File: config.mk
export PLATFORM = sky130hd
export DESIGN_NAME = jws_front
export DESIGN_NICKNAME = d
export VERILOG_FILES = /design/src/rtl/jws_pkg.sv /design/src/rtl/jws_front.sv
export SDC_FILE = /design/constraint.sdc
export NUM_CORES = 1
export LEC_CHECK = 0
export BUFFER_PORTS_ARGS = -buffer_cell sky130_fd_sc_hd__buf_2
export CORE_MARGIN = 3
export CORE_UTILIZATION = 25
export CTS_BUF_LIST = sky130_fd_sc_hd__clkbuf_4
export DETAILED_ROUTE_END_ITERATION = 16
export PLACE_DENSITY_LB_ADDON = 0.1
export SLEW_MARGIN = 25
export SYNTH_ARGS = -nofsm -noshare
export SYNTH_HDL_FRONTEND = slang
export SYNTH_SLANG_ARGS = --single-unit
File: constraint.sdc
create_clock -name clk -period 1.4 [get_ports clk]
set_input_delay 0.14 -clock clk [delete_from_list [all_inputs] [get_ports clk]]
set_output_delay 0.14 -clock clk [all_outputs]
set_load 0.05 [all_outputs]
File: src/rtl/jws_pkg.sv
// Shared types and constants for the Jaro-Winkler similarity unit.
package jws_pkg;

    localparam int CHAR_W   = 21;   // width of the char_code field
    localparam int CMD_AW   = 10;   // address room in a command (MAX_LEN up to 1024)
    localparam int CMD_LW   = 11;   // length room in a command
    localparam int FRAC_W   = 16;   // Q1.16 fraction bits

    localparam logic [16:0] ONE_Q16     = 17'h10000;
    localparam logic [14:0] SCALE_RESET = 15'd6554;

    typedef struct packed {
        logic [CHAR_W-1:0] char_code;
        logic              second_string;
        logic              char_present;
        logic              end_of_string;
    } jws_in_t;

    typedef struct packed {
        logic [16:0] similarity;
        logic [6:0]  match_count;
        logic [5:0]  transposition_count;
        logic        truncated;
    } jws_out_t;

    // Command from the front end to the engine.
    typedef struct packed {
        logic              wr;
        logic              to_second;
        logic [CMD_AW-1:0] addr;
        logic [CHAR_W-1:0] code;
        logic              eval;
        logic [CMD_LW-1:0] len_a;
        logic [CMD_LW-1:0] len_b;
        logic              ovf;
    } jws_cmd_t;

endpackage

File: src/rtl/jws_front.sv
// Front end: takes input transactions, tracks string lengths, issues commands.
module jws_front
    import jws_pkg::*;
#(
    parameter int MAX_LEN   = 64,
    parameter int CHAR_BITS = 21
)
(
    input  logic     clk,
    input  logic     rst_n,
    input  logic     push,
    input  jws_in_t  item,
    output logic     full,
    output logic     cmd_push,
    output jws_cmd_t cmd,
    input  logic     cmd_full
);

    localparam int LW = $clog2(MAX_LEN + 1);
    localparam int CB = (CHAR_BITS < CHAR_W) ? CHAR_BITS : CHAR_W;

    logic [LW-1:0] len_a_reg, len_a_next;
    logic [LW-1:0] len_b_reg, len_b_next;
    logic          ovf_reg, ovf_next;
    logic          accept;
    logic          room;
    logic [LW-1:0] cur_len;

    assign full    = cmd_full;
    assign accept  = push && !cmd_full;
    assign cur_len = item.second_string ? len_b_reg : len_a_reg;
    assign room    = (cur_len < LW'(MAX_LEN));

    always_comb
    begin
        len_a_next = len_a_reg;
        len_b_next = len_b_reg;
        ovf_next   = ovf_reg;
        if (item.char_present)
        begin
            if (!room)
            begin
                ovf_next = 1'b1;
            end
            else if (item.second_string)
            begin
                len_b_next = len_b_reg + 1'b1;
            end
            else
            begin
                len_a_next = len_a_reg + 1'b1;
            end
        end

        cmd.wr        = item.char_present && room;
        cmd.to_second = item.second_string;
        cmd.addr      = CMD_AW'(cur_len);
        cmd.code      = CHAR_W'(item.char_code[CB-1:0]);
        cmd.eval      = item.end_of_string && item.second_string;
        cmd.len_a     = CMD_LW'(len_a_next);
        cmd.len_b     = CMD_LW'(len_b_next);
        cmd.ovf       = ovf_next;
        cmd_push      = accept && (cmd.wr || cmd.eval);
    end

    always_ff @(posedge clk or negedge rst_n)
    begin
        if (!rst_n)
        begin
            len_a_reg <= '0;
            len_b_reg <= '0;
            ovf_reg   <= 1'b0;
        end
        else if (accept)
        begin
            if (cmd.eval)
            begin
                len_a_reg <= '0;
                len_b_reg <= '0;
                ovf_reg   <= 1'b0;
            end
            else
            begin
                len_a_reg <= len_a_next;
                len_b_reg <= len_b_next;
                ovf_reg   <= ovf_next;
            end
        end
    end

endmodule

==> reports/qor.yml <==
synthesis:
  synth_seq_cells: 15
  syn_area_um2: 1320
  syn-instance-count: 157
  synth.distinct_cells: 37
  yosys_warnings: 0
  yosysSeqAreaShare: 0.284
  avgSynthCellArea_um2: 8.41
worst_setup_path:
  startpoint_type: "flop"
  critPathMaxFanout: 2
  crit_type: "flop to output port"
  worstPathArrival_ns: 1.80
  worstPathRequired_ns: 1.26
  endpoint_kind: "output port"
place:
  place_congestion: 0.815
  placed_cells: 276
  placed_area_um2: 1860
  post-place-ws_ns: -0.287
  dp_hpwl_um: 3300
  io_buffers: 33
cells_and_area:
  instances_no_fill: 307
  antenna_cells: 0
  layout_common_cells: "buf_4 (48), buf_6 (41), nand2_1 (16)"
  finalInstanceArea_um2: 2550
  final_util: 0.520
  nFillCells: 470
  fin_nets: 271
  drive_gt1_frac: 0.679
  area_growth_pct: 93.4
  layout_commonest_cell: "buf_4"
drt:
  vias_per_cell: 4.45
  vias: 1367
  wl_per_cell_um: 15.2
  drtIter0Drc: 36
  drc: 0
  dr.pass1.iters: 4
  wl_um: 4660
  antenna_left: 0
global_route:
  antenna_found_initial: 0
  grt_pass1_wl_um: 7590
  grt_usage: 0.155
  grt_pass1_vias: 1485
  grt_max_degree: 16
  gr-total-overflow: 0
status:
  violations: "negative setup slack"
  status: "complete, but fails checks"
clocking:
  cts.reportedPaths.clkPinSlew_ns: 0.13
  clockBufferDepth: 2
  clkSinkCount: 15
  root_buffer: "clkbuf_4"
  clock_latency_ns: 0.31
  cts_tree: "built"
  cts_buffers: 3
  htreeDepth: 1
timing:
  fmax_mhz: 516
  hold_viol: 0
  holdWs_ns: 0.279
  setup_slack_ns: -0.539
  setup_violations: 31
  report.final.slew_viol_count: 0
  min_period_over_period: 1.38
  rsz0062_at_grt: "yes"
  clock_skew_ns: 0.0127
  period_minus_slack_ns: 1.94
  fin_setup_tns_ns: -8.98
die:
  core_area_um2: 4910
  num_rows: 25
  die-area_um2: 6190
  initial_core_util: 0.269
  fp.dieH_um: 78.7
  ioPinCount: 87
  die_x_um: 78.7
power_and_ir_drop:
  p_int_mw: 1.11
  vdd_drop_max_uv: 520
  p_leak_nw: 1.23
  p_switching_uw: 862
  switching_share: 0.438
  p_seq_frac: 0.260
  power_density_nw_per_um2: 771
  power.share.combinational: 0.591
  clkPwrFrac: 0.149
  finalPower_mw: 1.97
min_path:
  hp-class: "input pin to async pin"
job:
  maxCapViolations: 0
## power by group through the flow
| stage | Combinational (mW) | Sequential [mW] | Clock (mW) |
|---|---|---|---|
| global route | 1.23 | 0.515 | 0.324 |
| CTS | 1.05 | 0.507 | 0.306 |
| finish | 1.16 | 0.512 | 0.294 |
| global placement | 0.810 | 0.508 | 0 |
| floorplan | 0.721 | 0.535 | 0 |
| detailed placement | 0.820 | 0.509 | 0 |
## final timing paths
| kind | start | to | slack (ns) | cells after the start |
|---|---|---|---|---|
| min reg2reg | ovf_reg$_DFFE_PN0P_ | ovf_reg$_DFFE_PN0P_ | 0.52 | 2 |
| max | len_a_reg[6]$_DFFE_PN0P_ | cmd[7] | -0.54 | 5 |
| max reg2reg | len_a_reg[6]$_DFFE_PN0P_ | len_b_reg[6]$_DFFE_PN0P_ | -0.39 | 7 |
| min in group clk | item[5] | cmd[26] | 0.28 | 0 |
| min | rst_n | len_a_reg[3]$_DFFE_PN0P_ | 0.28 | 2 |
| max in group asynchronous | rst_n | len_b_reg[2]$_DFFE_PN0P_ | 0.79 | 2 |
## cells by family (layout without fill, tap and decap cells)
family,after synthesis,in the layout,synth area share
adders and majority gates,2,2,0.0190
xor gates and xnor gates,10,10,0.0663
buffers and inverters,44,117,0.231
muxes,8,8,0.0711
AOI/OAI and AO/OA,24,24,0.112
DFF,15,15,0.284
other,1,11,0.00284
and+or+nand+nor,53,53,0.213
## synthesized netlist by cell type
cell / n / area, um^2
nor2_1: 5 / 18.8
or2_1: 1 / 6.26
mux2_2: 7 / 78.8
xnor2_1: 6 / 52.6
ha_1: 2 / 25.0
nor4_1: 1 / 6.26
or2_2: 1 / 6.26
nor2b_1: 1 / 6.26
dfrtp_1: 15 / 375
nand3_1: 6 / 30.0
o21ai_1: 2 / 10.0
a22oi_1: 1 / 7.51
nand4_1: 4 / 25.0
and4b_1: 1 / 10.0
a31oi_1: 1 / 6.26
o211ai_1: 1 / 7.51
o21ai_0: 8 / 40.0
buf_4: 37 / 278
a21oi_1: 5 / 25.0
clkbuf_1: 2 / 7.51
nand2b_1: 3 / 18.8
a32o_1: 2 / 20.0
and3b_1: 1 / 8.76
nand2_1: 18 / 67.6
nor3b_2: 1 / 12.5
nor3_1: 2 / 10.0
o311ai_0: 1 / 8.76
conb_1: 1 / 3.75
mux2_4: 1 / 15.0
nand3_2: 1 / 10.0
or3_1: 6 / 37.5
inv_1: 4 / 15.0
o31ai_1: 2 / 15.0
a21o_1: 1 / 7.51
or4_1: 1 / 7.51
xor2_1: 4 / 35.0
buf_2: 1 / 5.00
## worst max-delay path, cell delays in order, from the launching register on
cell	delay, ns
dfrtp_1	0.40
mux2_4	0.27
or2_4	0.25
or3_4	0.35
nand2b_4	0.08
buf_8	0.14
## per-layer routing
metal	track usage	vias up	share of wire	wire, um
met2	0.261	44	0.51	2360
met4	0.0594	0	0.019	89
met5	0	-	0	0
met3	0.0344	12	0.053	248
li1	-	663	-	-
met1	0.191	648	0.42	1960
## layout make-up
class / count / area [um^2] / share of cell area
flip-flops and latches: 15 / 379 / 0.149
clock buffers: 3 / 22.5 / 0.00882
multi-input cells: 108 / 1010 / 0.395
repair buffers: 109 / 1030 / 0.404
clock inverters: 1 / 5.00 / 0.00196
inverters: 4 / 21.3 / 0.00833
well taps: 67 / 83.8 / 0.0328
## timing repair
item	in CTS	in global routing
endpoints found under the setup margin	33	36
resized for setup	106	29
setup buffers	12	22
hold buffers	1	0
hold endpoints to repair	15	0
pin swaps	19	20
No activity file was read; power rests on OpenSTA's default activity.
