`config.mk`:
```
export PLATFORM = sky130hd
export DESIGN_NAME = jws_fifo
export DESIGN_NICKNAME = d
export VERILOG_FILES = /design/src/rtl/jws_pkg.sv /design/src/rtl/jws_fifo.sv
export SDC_FILE = /design/constraint.sdc
export NUM_CORES = 1
export LEC_CHECK = 0
export BUFFER_PORTS_ARGS = -buffer_cell sky130_fd_sc_hd__buf_2
export CORE_MARGIN = 2
export CORE_UTILIZATION = 40
export DETAILED_ROUTE_END_ITERATION = 6
export PLACE_DENSITY_LB_ADDON = 0.25
export REMOVE_ABC_BUFFERS = 1
export SLEW_MARGIN = 20
export SYNTH_ARGS = -nofsm -noshare
export SYNTH_HDL_FRONTEND = slang
export SYNTH_SLANG_ARGS = --single-unit
```
`constraint.sdc`:
```
create_clock -name clk -period 3.5 [get_ports clk]
set_input_delay 0.175 -clock clk [delete_from_list [all_inputs] [get_ports clk]]
set_output_delay 0.175 -clock clk [all_outputs]
set_load 0.01 [all_outputs]
```
`src/rtl/jws_pkg.sv`:
```
// Shared types and constants for the Jaro-Winkler similarity unit.
package jws_pkg;

    localparam int CHAR_W   = 21;   // width of the char_code field
    localparam int CMD_AW   = 10;   // address room in a command (MAX_LEN up to 1024)
    localparam int CMD_LW   = 11;   // length room in a command
    localparam int FRAC_W   = 16;   // Q1.16 fraction bits

    localparam logic [16:0] ONE_Q16     = 17'h10000;
    localparam logic [14:0] SCALE_RESET = 15'd6554;

    typedef struct packed {
        logic [CHAR_W-1:0] char_code;
        logic              second_string;
        logic              char_present;
        logic              end_of_string;
    } jws_in_t;

    typedef struct packed {
        logic [16:0] similarity;
        logic [6:0]  match_count;
        logic [5:0]  transposition_count;
        logic        truncated;
    } jws_out_t;

    // Command from the front end to the engine.
    typedef struct packed {
        logic              wr;
        logic              to_second;
        logic [CMD_AW-1:0] addr;
        logic [CHAR_W-1:0] code;
        logic              eval;
        logic [CMD_LW-1:0] len_a;
        logic [CMD_LW-1:0] len_b;
        logic              ovf;
    } jws_cmd_t;

endpackage

```
`src/rtl/jws_fifo.sv`:
```
// Small register queue between the front end and the engine.
module jws_fifo
    import jws_pkg::*;
#(
    parameter int DEPTH = 2
)
(
    input  logic     clk,
    input  logic     rst_n,
    input  logic     wr_en,
    input  jws_cmd_t wr_data,
    output logic     full,
    input  logic     rd_en,
    output jws_cmd_t rd_data,
    output logic     empty
);

    localparam int PW = (DEPTH > 1) ? $clog2(DEPTH) : 1;
    localparam int CW = $clog2(DEPTH + 1);

    jws_cmd_t        slots_reg [DEPTH];
    logic [PW-1:0]   wp_reg;
    logic [PW-1:0]   rp_reg;
    logic [CW-1:0]   cnt_reg;
    logic            do_wr;
    logic            do_rd;

    assign full    = (cnt_reg == CW'(DEPTH));
    assign empty   = (cnt_reg == '0);
    assign rd_data = slots_reg[rp_reg];
    assign do_wr   = wr_en && !full;
    assign do_rd   = rd_en && !empty;

    always_ff @(posedge clk)
    begin
        if (do_wr)
        begin
            slots_reg[wp_reg] <= wr_data;
        end
    end

    always_ff @(posedge clk or negedge rst_n)
    begin
        if (!rst_n)
        begin
            wp_reg  <= '0;
            rp_reg  <= '0;
            cnt_reg <= '0;
        end
        else
        begin
            if (do_wr)
            begin
                wp_reg <= (wp_reg == PW'(DEPTH - 1)) ? '0 : wp_reg + 1'b1;
            end
            if (do_rd)
            begin
                rp_reg <= (rp_reg == PW'(DEPTH - 1)) ? '0 : rp_reg + 1'b1;
            end
            if (do_wr && !do_rd)
            begin
                cnt_reg <= cnt_reg + 1'b1;
            end
            else if (do_rd && !do_wr)
            begin
                cnt_reg <= cnt_reg - 1'b1;
            end
        end
    end

endmodule

```
==> impl_metrics.json, run 1 <==
{
  "status": "finished clean",
  "fin_nets": 453,
  "power_density_nw_per_um2": 833.7,
  "dieHeight_um": 108.7,
  "seq_area_frac_synth_pct": 80.34,
  "min_from": "wr_en",
  "fillCellCount": 843,
  "drv_slew": 0,
  "synth_top_area_share_pct": 78.06,
  "place.gp.congestion": 0.7190,
  "end_kind": "primary output",
  "synth_cell_type_count": 15,
  "firstDrtPassIters": 5,
  "crit_family": "flip-flops",
  "critical_path_class": "register to primary output",
  "min_path_type": "input port to register",
  "fp.dieW_um": 108.7,
  "slowest_delay_ns": 0.90,
  "critPathLaunchType": "register",
  "synthCells": 196,
  "clk_latency_ns": 0.51,
  "cp_max_fo": 31,
  "ys_warn_count": 0,
  "syn_to_final_growth_pct": 46.13,
  "most-common-layout-cells": "buf_2, edfxtp_1, dlygate4sd3_1",
  "async_flop_share_pct": 3.390,
  "n_antenna_cell": 0,
  "clock_skew_ns": 0.01033,
  "initial_utilization_pct": 40.81,
  "cts_setup_buffers": 0,
  "worst_setup_hold_path_clk_slew_ns": 0.06,
  "drt-wirelength-per-cell_um": 15.04,
  "finalHoldViolCount": 0,
  "grt_overflow_total": 0,
  "vias": 2435,
  "grt_pass1_vias": 2573,
  "grt_pass1_wl_um": 12100,
  "ys_seq_elements": 118,
  "hold_ws_ns": 0.03901,
  "synth_top_area_cell": "edfxtp_1",
  "ys_top_cells_by_area": "edfxtp_1, mux2_2, mux2_4, dfrtp_1, buf_6",
  "io_buffers": 119,
  "cp.buffers_inverters": 2,
  "regArea_um2": 3525,
  "dr.max_layer_used": "met4",
  "grt_use_total_pct": 14.25,
  "cts_buffers": 17,
  "cts_root_buffer": "clkbuf_8",
  "postRouteAntennaNets": 0,
  "antenna_found_initial": 0,
  "place_area_um2": 5177,
  "met3_length_um": 464,
  "grt_max_degree": 46,
  "reg2reg_from": "cnt_reg[0]",
  "ys.flop_type": "edfxtp_1",
  "worstPathRequired_ns": 3.32,
  "layout_commonest_cell": "buf_2",
  "met2_length_um": 4075,
  "fp-row-count": 38,
  "drt_iter0_drc": 126,
  "dp_hpwl_um": 4815,
  "min_period_over_period_pct": 69.09,
  "synth-edff-count": 114,
  "leakage_uw": 0.002524,
  "syn_area_um2": 4385,
  "multi_input_area_um2": 814.5,
  "rsz0062_at_grt": "no",
  "ios": 120,
  "coreArea_um2": 10750,
  "synth_area_per_cell_um2": 22.37,
  "max_freq_mhz": 413.6,
  "crit_start": "rp_reg",
  "final_layout_size_suffix_gt1_share_pct": 51.24,
  "max-vdd-ir-drop_v": 0.0004678,
  "routed_wl_um": 8181,
  "cp_cell_sequence": "buf_12 > mux2_2 > buf_2",
  "cp_slowest_cell": "dfrtp_2",
  "cts_buffer_depth": 2,
  "vias_per_cell": 4.476,
  "setup-violations-final": 0,
  "slew_headroom_pct": 45.33,
  "drc": 0,
  "postLayoutCellArea_um2": 6409,
  "period_needed_ns": 2.418,
  "clock_sinks": 118,
  "wirelength_met1_um": 3526,
  "tightest_slew_ns": 0.8201,
  "largest_reg_flops": 114,
  "reg2reg_slack_ns": 1.62,
  "fp.dieArea_um2": 11820,
  "htree_levels": 4,
  "cts_tree": "built",
  "worstPathArrival_ns": 2.24,
  "cap_violations": 0
}
logic make-up after synthesis:
| logic type | count (synthesis) | share of synthesized area (%) |
|---|---|---|
| xor+xnor | 5 | 0.9988 |
| flops | 118 | 80.34 |
| mux | 57 | 16.35 |
| buf+inv | 8 | 1.284 |
| fa+ha+maj | 1 | 0.2853 |
| compound gates | 1 | 0.1140 |
| simple gates | 6 | 0.6278 |
through the flow:
| stage | TNS [ns] | setup slack (ns) | utilization, % | power (uW) | std cells |
|---|---|---|---|---|---|
| finish | 0 | 1.082 | 59.64 | 5343 | 544 |
| floorplan | -0.1804 | -0.003165 | - | 2982 | 190 |
| detailed placement | 0 | 1.568 | 48.18 | 3513 | 452 |
| global route | 0 | 0.9530 | 59.64 | 5603 | 544 |
| global placement | 0 | 1.595 | 48.18 | 3491 | 452 |
| CTS | 0 | 1.017 | 59.64 | 5421 | 544 |
tightest hold or removal path, stage by stage:
cell     delay [ns]
buf_2          0.11
nand2_1        0.14
xnor2_1        0.08
report_power, final:
part	switching (uW)	leakage, uW	total (uW)	internal [uW]
combinational	673	0.00111	1410	737
clock	552	0.000307	1830	1280
sequential	163	0.00110	2100	1940
synth_stat cells (2+ instances only):
| master | instances |
|---|---|
| mux2_4 | 20 |
| dfrtp_1 | 4 |
| inv_1 | 2 |
| edfxtp_1 | 114 |
| nor2_1 | 3 |
| xor2_1 | 2 |
| mux2_2 | 37 |
| buf_6 | 3 |
| buf_2 | 3 |
| xnor2_1 | 3 |
what timing repair did:
action / 4_1_cts / 5_1_grt
endpoints found under the hold margin: 119 / 0
resized for setup: 0 / 0
hold buffers: 60 / 0
path summary, 6_finish.rpt:
kind	end	cells past startpoint
worst min register to register	cnt_reg[1]	1
worst max-delay path	rd_data[27]	3
max in group asynchronous	rp_reg	3
worst max register to register	slots_reg[1][51]	3
min in group asynchronous	cnt_reg[0]	3
worst min-delay path	wp_reg	3
per-layer routing:
| layer | GRT usage [%] | vias to the layer above |
|---|---|---|
| met5 | 0 | - |
| met4 | 7.143 | 0 |
| met3 | 5.260 | 15 |
| met2 | 23.44 | 89 |
| met1 | 16.40 | 1166 |
| li1 | - | 1165 |
layout make-up:
| class | count | share of cell area [%] |
|---|---|---|
| Clock inverter | 13 | 3.260 |
| Clock buffer | 19 | 6.579 |
| Multi-Input combinational cell | 70 | 12.71 |
| Inverter | 2 | 0.1171 |
| Timing Repair Buffer | 182 | 19.60 |
| Tap cell | 140 | 2.733 |
| Sequential cell | 118 | 55.00 |
Note: power is estimated with default switching activity, not from simulation.
==> run 2: changes to the inputs <==
Clock period 3.5 ns to 2.5 ns, I/O delays scaled along.
==> run 2 against run 1 <==
Effect of this change:
- die area did not move
- sequential power rose by 36%
- worst hold slack better by 0.29 ns
- worst setup slack got worse by 0.57 ns
- first-iteration DRC count fell by 27%
- flip-flop and latch count is the same
- critical path depth did not move
- clock skew fell by 0.0031 ns
- clock power grew 25%
- global-route usage down 0.42 points
- clock-buffer cell count shrank 1
- cell area shrank 0.78%
- critical path type unchanged
==> impl_metrics.json, run 2 (same netlist as run 1, synthesis figures left out) <==
{
  "vias_per_cell": 4.470,
  "power_density_nw_per_um2": 1128,
  "drt_iter0_drc": 92,
  "dieHeight_um": 108.7,
  "clock_sinks": 118,
  "grt_overflow_total": 0,
  "status": "finished clean",
  "syn_to_final_growth_pct": 44.99,
  "critPathLaunchType": "register",
  "cap_violations": 0,
  "grt_max_degree": 54,
  "n_antenna_cell": 0,
  "max-vdd-ir-drop_v": 0.0007005,
  "clk_latency_ns": 0.51,
  "regArea_um2": 3525,
  "pwr-share-clk_pct": 32.0,
  "finalSetupTns_ns": 0,
  "routed_wl_um": 7749,
  "power_uw": 7169,
  "clock_skew_ns": 0.007277,
  "hold_depth": 2,
  "io_buffers": 119,
  "place.gp.congestion": 0.7231,
  "fillCellCount": 856,
  "max_freq_mhz": 503.7,
  "ios": 120,
  "cts_buffers": 17,
  "dp_hpwl_um": 4564,
  "reg2reg_slack_ns": 0.91,
  "period_needed_ns": 1.986,
  "cp_max_fo": 53,
  "firstDrtPassIters": 4,
  "grt_use_total_pct": 13.83,
  "coreArea_um2": 10750,
  "drc": 0,
  "min_from": "wr_data[29]",
  "min_period_over_period_pct": 79.42,
  "antenna_found_initial": 0,
  "initial_utilization_pct": 40.81,
  "min_path_type": "input port to register",
  "tightest_slew_ns": 0.4188,
  "seq_power_share_pct": 39.7,
  "most-common-layout-cells": "buf_2, edfxtp_1, dlygate4sd3_1",
  "cts_buffer_depth": 2,
  "worst_setup_hold_path_clk_slew_ns": 0.06,
  "htree_levels": 4,
  "grt_pass1_vias": 2541,
  "hold_ws_ns": 0.3329,
  "r2r_end": "cnt_reg[1]",
  "finalHoldViolCount": 0,
  "vias": 2445,
  "grt_pass1_wl_um": 11850,
  "internal_power_uw": 5171,
  "drv_slew": 0,
  "slew_headroom_pct": 72.08,
  "worstPathArrival_ns": 1.86,
  "postRouteAntennaNets": 0,
  "layout_commonest_cell": "buf_2",
  "setup-violations-final": 0,
  "cts_tree": "built",
  "min_delay_worst_endpoint": "slots_reg[0][29]",
  "critical_path_class": "register to primary output",
  "multi_input_area_um2": 814.5,
  "end_kind": "primary output",
  "largest_reg_flops": 114,
  "reg2reg_from": "cnt_reg[0]",
  "sw_frac_of_total_pct": 27.87,
  "fp-row-count": 38,
  "fin_nets": 456,
  "cts_root_buffer": "clkbuf_8",
  "p_comb_share_pct": 28.3,
  "drt-wirelength-per-cell_um": 14.17,
  "worstPathRequired_ns": 2.38,
  "leakage_uw": 0.002487,
  "final_layout_size_suffix_gt1_share_pct": 53.07,
  "fp.dieArea_um2": 11820,
  "rsz0062_at_grt": "no",
  "reg2regPathDepth": 7,
  "switchingPower_uw": 1998,
  "fp.dieW_um": 108.7
}
run 2: worst max path at each step:
stage                     startpoint          endpoint  slack (ns)  cells past startpoint
after floorplan           cnt_reg[0]   slots_reg[0][0]       -1.00                      3
after global placement    cnt_reg[0]   slots_reg[0][8]        0.95                      4
after detailed placement  cnt_reg[0]  slots_reg[0][15]        0.91                      4
after CTS                     rp_reg       rd_data[48]        0.46                      3
final                         rp_reg       rd_data[53]        0.51                      3
after global routing          rp_reg       rd_data[48]        0.42                      3
run 2: layout make-up:
| type | instances | share of cell area, % |
|---|---|---|
| inverter | 2 | 0.1181 |
| sequential | 118 | 55.43 |
| clock inverter | 14 | 2.401 |
| multi-input combinational | 70 | 12.81 |
| clock buffer | 18 | 6.730 |
| tap | 140 | 2.755 |
| timing repair buffer | 185 | 19.76 |
run 2: power by group through the flow:
stage	clock, uW	sequential, uW	combinational [uW]
floorplan	0	3010	1170
global placement	0	2860	1990
detailed placement	0	2890	1990
CTS	2360	2850	2070
global route	2460	2890	2210
finish	2290	2850	2030
run 2: layer usage:
metal	GRT usage, %	vias up	wire length [um]
met4	7.784	0	111
li1	-	1172	-
met1	15.53	1179	3249
met5	0	-	0
met3	5.380	13	496
met2	22.54	81	3892
run 2: critical path, stage by stage (launching register included):
cell and delay (ns):
dfrtp_2 0.46, buf_12 0.33, mux2_2 0.40, buf_2 0.14
run 2: timing repair:
action | 4_1_cts | 5_1_grt
hold buffers | 61 | 0
resized for setup | 0 | 0
buffers inserted | 0 | 0
hold endpoints to repair | 120 | 0
run 2: per-stage QoR:
| step | area (um^2) | cells | util (%) | setup slack, ns |
|---|---|---|---|---|
| floorplan | 4337 | 190 | - | -1.003 |
| global placement | 5167 | 454 | 48.09 | 0.9528 |
| detailed placement | 5167 | 454 | 48.09 | 0.9106 |
| CTS | 6359 | 547 | 59.18 | 0.4637 |
| global route | 6359 | 547 | 59.18 | 0.4224 |
| finish | 6359 | 547 | 59.18 | 0.5145 |
==> run 3: changes to the inputs <==
Settings changed: ABC_AREA set to 1.
Clock period 2.5 ns to 1.66 ns, I/O delays scaled along.
==> run 3 against run 2 <==
Effect of this change:
- synthesized area hardly changed
- critical path depth is 1 higher
- via count is 25% higher
- worst hold slack worse by 0.023 ns
- clock power is 31% higher
- non-clock buffer count is 5 higher
- critical endpoint unchanged
- largest cell class unchanged
- largest power group unchanged
==> impl_metrics.json, run 3 <==
{
  "rsz0062_at_grt": "yes",
  "seq_area_frac_synth_pct": 80.27,
  "final_layout_size_suffix_gt1_share_pct": 30.11,
  "ys_warn_count": 0,
  "syn_area_um2": 4389,
  "critical_path_class": "register to primary output",
  "period_needed_ns": 1.598,
  "synth-edff-count": 114,
  "synth_top_family_by_area": "simple AND/OR/NAND/NOR gates",
  "cts_setup_buffers": 0,
  "leakage_uw": 0.002746,
  "setup-violations-final": 0,
  "cp_max_fo": 22,
  "crit_start": "rp_reg",
  "firstDrtPassIters": 4,
  "finalHoldViolCount": 0,
  "clock_skew_ns": 0.009010,
  "place.gp.congestion": 0.7611,
  "ys_seq_elements": 118,
  "crit_end": "rd_data[53]",
  "place_area_um2": 5204,
  "fin_nets": 588,
  "grt_overflow_total": 0,
  "vias": 3045,
  "dp_hpwl_um": 5546,
  "fp.dieArea_um2": 11830,
  "largest_reg_flops": 114,
  "synth_compound_area_share_pct": 0.2281,
  "drc": 0,
  "end_kind": "primary output",
  "synth_cell_type_count": 15,
  "syn_to_final_growth_pct": 44.87,
  "ys_top_cells_by_count": "nand2_1, edfxtp_1, buf_2, inv_1",
  "grt_pass1_vias": 3011,
  "tightest_slew_ns": 0.4599,
  "most-common-layout-cells": "nand2_1, buf_2, edfxtp_1",
  "drt-wirelength-per-cell_um": 13.59,
  "synth_area_per_cell_um2": 13.30,
  "max-vdd-ir-drop_v": 0.0009019,
  "status": "finished clean",
  "synth_top_area_cell": "edfxtp_1",
  "fp-row-count": 38,
  "n_antenna_cell": 0,
  "reg2regPathDepth": 6,
  "grt_max_degree": 44,
  "ys.flop_type": "edfxtp_1",
  "ios": 120,
  "antenna_found_initial": 0,
  "layout_commonest_cell": "nand2_1",
  "synthCells": 330,
  "synth.mux.area_fraction_pct": 0,
  "postLayoutCellArea_um2": 6359,
  "drv_slew": 0,
  "fp.dieW_um": 108.8,
  "synth_top_area_share_pct": 77.99,
  "cts_buffers": 17,
  "cap_violations": 0,
  "clock_sinks": 118,
  "dieHeight_um": 108.8,
  "grt_use_total_pct": 15.96,
  "grt_pass1_wl_um": 13980,
  "io_buffers": 119,
  "routed_wl_um": 9216,
  "power_uw": 10770,
  "synth-adder-area-share_pct": 0.2851,
  "synth-xor-area-share_pct": 0.1995,
  "worstPathRequired_ns": 1.58,
  "drt_iter0_drc": 151,
  "power_density_nw_per_um2": 1694,
  "postRouteAntennaNets": 0,
  "initial_utilization_pct": 40.67,
  "place_inst": 585,
  "yosysMostFrequentCell": "nand2_1",
  "worst_setup_hold_path_clk_slew_ns": 0.06,
  "async_flop_share_pct": 3.390,
  "reg2reg_from": "cnt_reg[1]",
  "min_path_type": "input port to register",
  "hold_depth": 2,
  "fin_cells": 678,
  "cts_root_buffer": "clkbuf_8",
  "ys_top_cells_by_area": "edfxtp_1, nand2_1, dfrtp_1, buf_6, buf_2",
  "reg2reg_slack_ns": 0.22,
  "r2r_end": "slots_reg[0][41]",
  "vias_per_cell": 4.491,
  "max_freq_mhz": 625.7,
  "critPathLaunchType": "register",
  "cts_buffer_depth": 2,
  "slew_headroom_pct": 69.02,
  "htree_levels": 4,
  "coreArea_um2": 10790,
  "worstPathArrival_ns": 1.52,
  "clk_latency_ns": 0.49,
  "synthSimpleGateAreaFrac_pct": 16.16,
  "min_period_over_period_pct": 96.27,
  "cts_tree": "built",
  "min_from": "wr_data[39]"
}
==> run 3: cell types whose count changed in the layout (fill, tap and decap cells not counted), moves of 2 or more <==
cell / delta
xor2_1: -2
mux2_4: -20
bufinv_16: -2
nand2_1: +178
buf_4: -2
clkinv_1: +2
mux2_2: -37
buf_12: +4
clkinv_2: +2
inv_1: +4
xnor2_1: -2
==> run 3: worst min-delay path by stage <==
stage,to
finish,slots_reg[0][39]
global placement,cnt_reg[0]
detailed placement,cnt_reg[1]
global route,slots_reg[1][55]
CTS,slots_reg[0][39]
floorplan,cnt_reg[0]
==> run 3: stage by stage <==
stage               hold WS (ns)  util, %  setup TNS [ns]  setup slack, ns
global route              0.2965    58.91        -0.02100        -0.006789
finish                    0.3096    58.91               0          0.06190
detailed placement      -0.09943    48.21               0           0.2304
floorplan                -0.2126        -         -159.68           -1.767
CTS                       0.2788    58.53               0          0.01743
global placement         -0.1015    48.21               0           0.2736
==> run 3: cell families after synthesis <==
kind of cell    count (synthesis)
flops                         118
buf+inv                        21
fa+ha+maj                       1
xor+xnor                        1
compound gates                  2
simple gates                  187
==> run 3: final cells by class <==
class / count / area (um^2)
clock buffer: 18 / 417.9
clock inverter: 13 / 85.08
fill: 848 / 4434
inverter: 8 / 32.53
multi-input combinational: 191 / 750.7
sequential: 118 / 3525
tap: 140 / 175.2
timing repair buffer: 190 / 1373
==> run 3: worst max-delay path: stages, from the launching register on <==
cell and delay [ns]:
dfrtp_2 0.41, buf_4 0.29, nand2_1 0.08, nand2_1 0.11, buf_2 0.14
==> run 3: timing repair <==
item | in CTS | in global routing
hold buffers | 61 | 0
gates resized for setup | 0 | 5
endpoints found under the hold margin | 120 | 0
setup endpoints to repair | 0 | 42
==> run 3: metal layers <==
layer / wire length (um) / share of wire (%) / GRT usage (%) / vias up
li1: - / - / - / 1503
met1: 3891 / 42 / 18.51 / 1444
met2: 4724 / 51 / 27.72 / 94
met3: 562 / 6.1 / 4.662 / 4
met4: 38 / 0.41 / 6.593 / 0
met5: 0 / 0 / 0 / -
==> run 3: where the power goes <==
group | total (uW) | switching, uW | internal (uW)
Combinational | 3520 | 2170 | 1340
Clock | 3010 | 1210 | 1800
Sequential | 4250 | 184 | 4060
Total | 10800 | 3570 | 7210
